==> config.mk <==
export PLATFORM = sky130hd
export DESIGN_NAME = hdlc_bit_stuff_encoder_unit
export DESIGN_NICKNAME = d
export VERILOG_FILES = /design/src/rtl/core/hbs_pkg.sv /design/src/rtl/core/hbs_bit_stuff_encoder_unit.sv /design/src/rtl/core/hbs_stuff.sv /design/src/rtl/core/hbs_out_buf.sv
export SDC_FILE = /design/constraint.sdc
export NUM_CORES = 1
export LEC_CHECK = 0
export ABC_AREA = 1
export BUFFER_PORTS_ARGS = -buffer_cell sky130_fd_sc_hd__buf_2
export CAP_MARGIN = 5
export CORE_MARGIN = 2
export CORE_UTILIZATION = 55
export CTS_BUF_LIST = sky130_fd_sc_hd__clkbuf_16
export DETAILED_ROUTE_END_ITERATION = 12
export MAX_ROUTING_LAYER = met4
export PLACE_DENSITY = 0.82
export SLEW_MARGIN = 0
export SYNTH_ARGS = -nofsm -noshare
export SYNTH_HDL_FRONTEND = slang
export SYNTH_SLANG_ARGS = --single-unit
==> constraint.sdc <==
create_clock -name clk -period 7.9 [get_ports clk]
set_input_delay 1.975 -clock clk [delete_from_list [all_inputs] [get_ports clk]]
set_output_delay 1.975 -clock clk [all_outputs]
set_load 0.005 [all_outputs]
==> src/rtl/core/hbs_pkg.sv <==
// Shared types, command codes and the per-byte bit stuffing function for the
// HDLC bit stuffing encoder. No dependencies.
package hbs_pkg;

  localparam logic [1:0] CMD_START = 2'd0;
  localparam logic [1:0] CMD_DATA  = 2'd1;
  localparam logic [1:0] CMD_END   = 2'd2;

  localparam logic [7:0] FLAG_BYTE = 8'h7E;
  localparam logic [2:0] STUFF_RUN = 3'd5;

  typedef struct packed {
    logic [2:0] ones_run;
    logic [2:0] bit_fill;
    logic [7:0] partial_bits;
  } enc_state_t;

  typedef struct packed {
    logic [1:0] count;
    logic [7:0] b0;
    logic [7:0] b1;
    logic       last0;
    logic       last1;
  } out_pair_t;

  typedef struct packed {
    logic [9:0] bits;
    logic [3:0] len;
    logic [2:0] run;
  } stuff_t;

  function automatic stuff_t stuff_byte(input logic [7:0] d, input logic [2:0] run_in);
    stuff_t     r;
    logic [9:0] v;
    logic [3:0] n;
    logic [2:0] run;
    v   = '0;
    n   = 4'd0;
    run = run_in;
    for (int i = 7; i >= 0; i--) begin
      v = {v[8:0], d[i]};
      n = n + 4'd1;
      if (d[i]) begin
        run = run + 3'd1;
      end else begin
        run = 3'd0;
      end
      if (run >= STUFF_RUN) begin
        run = 3'd0;
        v   = {v[8:0], 1'b0};
        n   = n + 4'd1;
      end
    end
    r.bits = v << (4'd10 - n);
    r.len  = n;
    r.run  = run;
    return r;
  endfunction

endpackage

==> src/rtl/core/hbs_bit_stuff_encoder_unit.sv <==
// Top level of the HDLC bit stuffing encoder: input register, encoder
// state, stuffing step and result buffer. Uses hbs_pkg, hbs_stuff, hbs_out_buf.
//
// Input channel: in_valid / in_stall with cmd and data_byte. cmd start emits
// the flag 0x7E and clears the state, data stuffs one byte MSB first, end
// appends the closing flag, pads to a byte and marks the final byte with
// frame_last. Command 3 is dropped without results.
// Output channel: out_valid / out_stall with out_byte and frame_last; one
// byte per cycle while out_stall is low, zero to two bytes per item.
// The first byte of an item passes through the input register and the
// result buffer before it is shown on out_byte.
// Throughput: one item per cycle while items give at most one byte each
// and the receiver does not stall; an item that gives two bytes holds the
// next until the single output port drains the two-entry buffer to one byte.
// Reset: rst clears the stuffing state, the input register and the buffer.
// When the receiver stalls, the buffered byte holds, the next item waits in
// the input register and in_stall rises once that register is occupied.
module hdlc_bit_stuff_encoder_unit (
  input  logic       clk,
  input  logic       rst,
  input  logic       in_valid,
  output logic       in_stall,
  input  logic [1:0] cmd,
  input  logic [7:0] data_byte,
  output logic       out_valid,
  input  logic       out_stall,
  output logic [7:0] out_byte,
  output logic       frame_last
);

  logic                held;
  logic [1:0]          cmd_q;
  logic [7:0]          data_q;
  hbs_pkg::enc_state_t st;
  hbs_pkg::enc_state_t st_next;
  hbs_pkg::out_pair_t  res;
  logic                can_load;
  logic                load;

  assign load     = held && can_load;
  assign in_stall = held && !can_load;

  always_ff @(posedge clk) begin
    if (rst) begin
      held <= 1'b0;
    end else if (!in_stall) begin
      held <= in_valid;
    end
  end

  always_ff @(posedge clk) begin
    if (in_valid && !in_stall) begin
      cmd_q  <= cmd;
      data_q <= data_byte;
    end
  end

  always_ff @(posedge clk) begin
    if (rst) begin
      st <= '0;
    end else if (load) begin
      st <= st_next;
    end
  end

  hbs_stuff u_stuff (
    .cmd       (cmd_q),
    .data_byte (data_q),
    .st        (st),
    .res       (res),
    .st_next   (st_next)
  );

  hbs_out_buf u_out_buf (
    .clk        (clk),
    .rst        (rst),
    .load       (load),
    .res        (res),
    .out_stall  (out_stall),
    .can_load   (can_load),
    .out_valid  (out_valid),
    .out_byte   (out_byte),
    .frame_last (frame_last)
  );

endmodule

==> src/rtl/core/hbs_stuff.sv <==
// Combinational step of the encoder: stuffs one item, merges it with the
// pending bits and yields up to two output bytes and the next state. Uses hbs_pkg.
module hbs_stuff (
  input  logic [1:0]         cmd,
  input  logic [7:0]         data_byte,
  input  hbs_pkg::enc_state_t st,
  output hbs_pkg::out_pair_t  res,
  output hbs_pkg::enc_state_t st_next
);

  hbs_pkg::stuff_t sf;
  logic [9:0]      seq;
  logic [3:0]      slen;
  logic [23:0]     acc;
  logic [4:0]      total;

  always_comb begin
    sf = hbs_pkg::stuff_byte(data_byte, st.ones_run);
    if (cmd == hbs_pkg::CMD_END) begin
      seq  = {hbs_pkg::FLAG_BYTE, 2'b00};
      slen = 4'd8;
    end else begin
      seq  = sf.bits;
      slen = sf.len;
    end
    acc   = {st.partial_bits, 16'h0000} | ({seq, 14'h0000} >> st.bit_fill);
    total = {2'b00, st.bit_fill} + {1'b0, slen};

    res     = '0;
    st_next = st;
    unique case (cmd)
      hbs_pkg::CMD_START: begin
        res.count = 2'd1;
        res.b0    = hbs_pkg::FLAG_BYTE;
        st_next   = '0;
      end
      hbs_pkg::CMD_DATA: begin
        res.count = total[4:3];
        res.b0    = acc[23:16];
        res.b1    = acc[15:8];
        st_next.ones_run = sf.run;
        st_next.bit_fill = total[2:0];
        unique case (total[4:3])
          2'd0:    st_next.partial_bits = acc[23:16];
          2'd1:    st_next.partial_bits = acc[15:8];
          default: st_next.partial_bits = acc[7:0];
        endcase
      end
      hbs_pkg::CMD_END: begin
        res.b0 = acc[23:16];
        res.b1 = acc[15:8];
        if (st.bit_fill == 3'd0) begin
          res.count = 2'd1;
          res.last0 = 1'b1;
        end else begin
          res.count = 2'd2;
          res.last1 = 1'b1;
        end
        st_next = '0;
      end
      default: begin
        res     = '0;
        st_next = st;
      end
    endcase
  end

endmodule

==> src/rtl/core/hbs_out_buf.sv <==
// Two-entry result buffer: holds the bytes of one item and presents them
// one per cycle while out_stall is low on the output channel. Uses hbs_pkg.
module hbs_out_buf (
  input  logic               clk,
  input  logic               rst,
  input  logic               load,
  input  hbs_pkg::out_pair_t res,
  input  logic               out_stall,
  output logic               can_load,
  output logic               out_valid,
  output logic [7:0]         out_byte,
  output logic               frame_last
);

  hbs_pkg::out_pair_t pair;
  logic [1:0]         rem;
  logic               head;

  assign out_valid  = (rem != 2'd0);
  assign out_byte   = head ? pair.b1 : pair.b0;
  assign frame_last = head ? pair.last1 : pair.last0;
  assign can_load   = (rem == 2'd0) || ((rem == 2'd1) && !out_stall);

  always_ff @(posedge clk) begin
    if (rst) begin
      rem  <= 2'd0;
      head <= 1'b0;
    end else if (load) begin
      rem  <= res.count;
      head <= 1'b0;
    end else if (out_valid && !out_stall) begin
      rem  <= rem - 2'd1;
      head <= 1'b1;
    end
  end

  always_ff @(posedge clk) begin
    if (load) begin
      pair <= res;
    end
  end

endmodule

==> results.toml <==
[finish]
post-route-util_pct = 64.9
nets = 913
final_cells = 996
antennaDiodeCount = 0
syn_to_final_growth_pct = 13.9
drive_gt1_share_pct = 22.4

[hold_path]
holdPathStages = 2
min_from = "st[7]$_SDFFE_PP0P_"
hp-class = "reg -> reg"
hold_end = "st[7]$_SDFFE_PP0P_"

[worst_setup_path]
critPathLaunchType = "flop"
critical_path.endpoint_type = "flop"
crit_fanout = 8
timing.rr.start = "st[11]$_SDFFE_PP0P_"
rr_worst_depth = 63
cp-startpoint = "st[11]$_SDFFE_PP0P_"
cpLargestDelayFamily = "simple AND/OR/NAND/NOR gates"
required_ns = 8.06
critPathKind = "reg -> reg"
critical_path.slowest_cell = "dfxtp_4"
reg2reg_to = "st[4]$_SDFFE_PP0P_"
arrival_ns = 7.71
rrSetupSlack_ns = 0.35
path_buf_inv = 14
slowest_delay_ns = 0.36

[placed_design]
gp_congestion = 0.995
dpl.cell_count = 970
place_hpwl_um = 9380
portBuffers = 24

[cts]
clock_sinks = 46
clockBufferDepth = 2
path_clk_slew_ns = 0.06
holdBufCountCts = 0
cts_tree = "built"
root_buffer = "clkbuf_16"
htree_levels = 2
clock_latency_ns = 0.28
numCtsBuffers = 5

[drt]
viasPerCell = 5.44
vias = 5419
wl_um = 12800
wl_per_cell_um = 12.9
drc = 0
postRouteAntennaNets = 0
drtIter0Drc = 395
drt-pass1-iter-count = 5

[yosys]
ys_dominant_reg_cell = "edfxtp_1"
synthArstFlopShare_pct = 0
seq_area_frac_synth_pct = 22.6
synth_cell_type_count = 48
synth_most_common_cell = "nand2_1"
synthCells = 831
synth_top_area_share_pct = 19.5
syn-num-nets = 878
synth_area_sq_um = 5320
synth_edf_count = 28
netlist_top_cells_count = "277 x nand2_1, 115 x nand3_1, 102 x inv_1, 55 x nor2_1, 32 x nand2_2"
synthTopCellsByArea = "nand2_1 20%, edfxtp_1 16%, nand3_1 11%"
avgSynthCellArea_sq_um = 6.40
synth-seq-cells = 46
yosysWarningCount = 0
netlist.top_cell.by_area = "nand2_1"

[die]
initial_utilization_pct = 57.0
core.rowCount = 35
fp.dieArea_sq_um = 10500
io_pins = 25
die_width_um = 102
core_area_sq_um = 9330
die_y_um = 102

[power_and_ir_drop]
power.density_nw_per_um2 = 324
power_leakage_uw = 0.00300
finalPower_uw = 1960
ir_drop_v = 0.000152

[timing]
fin_crit_ns = 7.55
finalHoldViolCount = 0
worstMarginPinSlew_ns = 0.696
setup_viol = 0
holdWs_ns = 0.468
max-slew-margin-rel_pct = 53.5
post-route-period-util_pct = 95.5
finalMaxSlewViolations = 0
fin_skew_ns = 0.00269
max_freq_mhz = 133

[grt]
grt_usage_pct = 25.0
overflow = 0
grt_max_degree = 22
grt_pass1_wl_um = 20900
grt_pass1_vias = 4729
antenna_found_initial = 0

[job]
cap_violations = 0

[outcome]
status = "finished, final reports clean"
==> kinds of logic (layout without fill, tap and decap cells) <==
kind of cell             count (synthesis)  in the layout  synth area share, %
AO/OA/AOI/OAI                           71             71                 8.18
AND/OR/NAND/NOR                        534            534                 47.4
flip-flops                              46             46                 22.6
adder cells (fa/ha/maj)                 33             33                 8.04
multiplexers                            10             10                 2.09
buffers and inverters                  132            168                 10.8
XOR/XNOR                                 5              5                0.823
==> registers in the layout, summed over array words and instances (netlist names) <==
signal	cells
u_out_buf.rem	2
u_out_buf.pair	18
st	14
data_q	8
held	1
u_out_buf.head	1
cmd_q	2
==> through the flow <==
step / area [sq um] / TNS, ns / setup WS [ns]
finish: 6060 / 0 / 0.353
detailed placement: 5490 / -0.0226 / -0.0226
global route: 6060 / -3.37 / -0.239
CTS: 5670 / 0 / 0.0504
global placement: 5490 / 0 / 0.144
floorplan: 5320 / 0 / 0.985
==> routing by layer <==
metal  part of all wire (%)  vias to the layer above  wire length, um  track usage, %
met5                      0                        -                0               -
met4                    1.6                        0              209            5.74
met3                    4.7                       27              604            3.15
met2                     50                      171             6410            42.8
met1                     44                     2450             5580            31.6
li1                       -                     2771                -               -
==> power by group <==
part	switching [uW]	total, uW	internal, uW
Combinational	888	1370	485
Sequential	36.4	350	314
Clock	90.7	240	150
==> timing repair <==
action / CTS / global route
setup buffers: 0 / 18
resized for setup: 2 / 59
endpoints found under the setup margin: 8 / 26
pin swaps: 0 / 20
==> worst max-delay path by stage <==
stage | end | slack (ns) | cells after the start
detailed placement | st[4]$_SDFFE_PP0P_ | -0.02 | 56
finish | st[4]$_SDFFE_PP0P_ | 0.35 | 63
floorplan | st[3]$_SDFFE_PP0P_ | 0.99 | 62
global placement | st[4]$_SDFFE_PP0P_ | 0.14 | 58
CTS | st[4]$_SDFFE_PP0P_ | 0.05 | 56
global route | st[6]$_SDFFE_PP0P_ | -0.24 | 64
==> cells in the final DEF, fill, tap and decap left out, drive strengths merged <==
| master | instances |
|---|---|
| inv | 111 |
| mux2 | 9 |
| clkbuf | 5 |
| nand4 | 17 |
| bufinv | 1 |
| nand2 | 312 |
| a21o | 1 |
| a31oi | 3 |
| nor2 | 70 |
| clkinvlp | 1 |
| o21ai | 32 |
| buf | 48 |
| a21boi | 1 |
| a21oi | 22 |
| clkinv | 2 |
| and3 | 1 |
| nor3 | 2 |
| a32oi | 1 |
| o2111ai | 1 |
| edfxtp | 28 |
| xnor2 | 2 |
| o22ai | 1 |
| mux2i | 1 |
| xor2 | 3 |
| nand3 | 130 |
| o211ai | 4 |
| o21bai | 5 |
| dfxtp | 18 |
| fa | 2 |
| ha | 31 |
| nand3b | 2 |
==> worst register-to-register path: cells and delay by family (launching register included) <==
kind | cells | cell delay, ns
buffers and inverters | 14 | 1.06
and+or+nand+nor | 37 | 3.77
AOI/OAI and AO/OA | 3 | 0.36
adders and majority gates | 9 | 1.88
DFF | 1 | 0.36
==> layout make-up <==
type | count | area (sq um)
Fill cell | 824 | 3270
Sequential cell | 46 | 1210
Timing Repair Buffer | 48 | 304
Multi-Input combinational cell | 653 | 3790
Inverter | 112 | 427
Clock inverter | 3 | 43.8
Clock buffer | 5 | 125
Tap cell | 129 | 161
(Power assumes the default switching activity.)
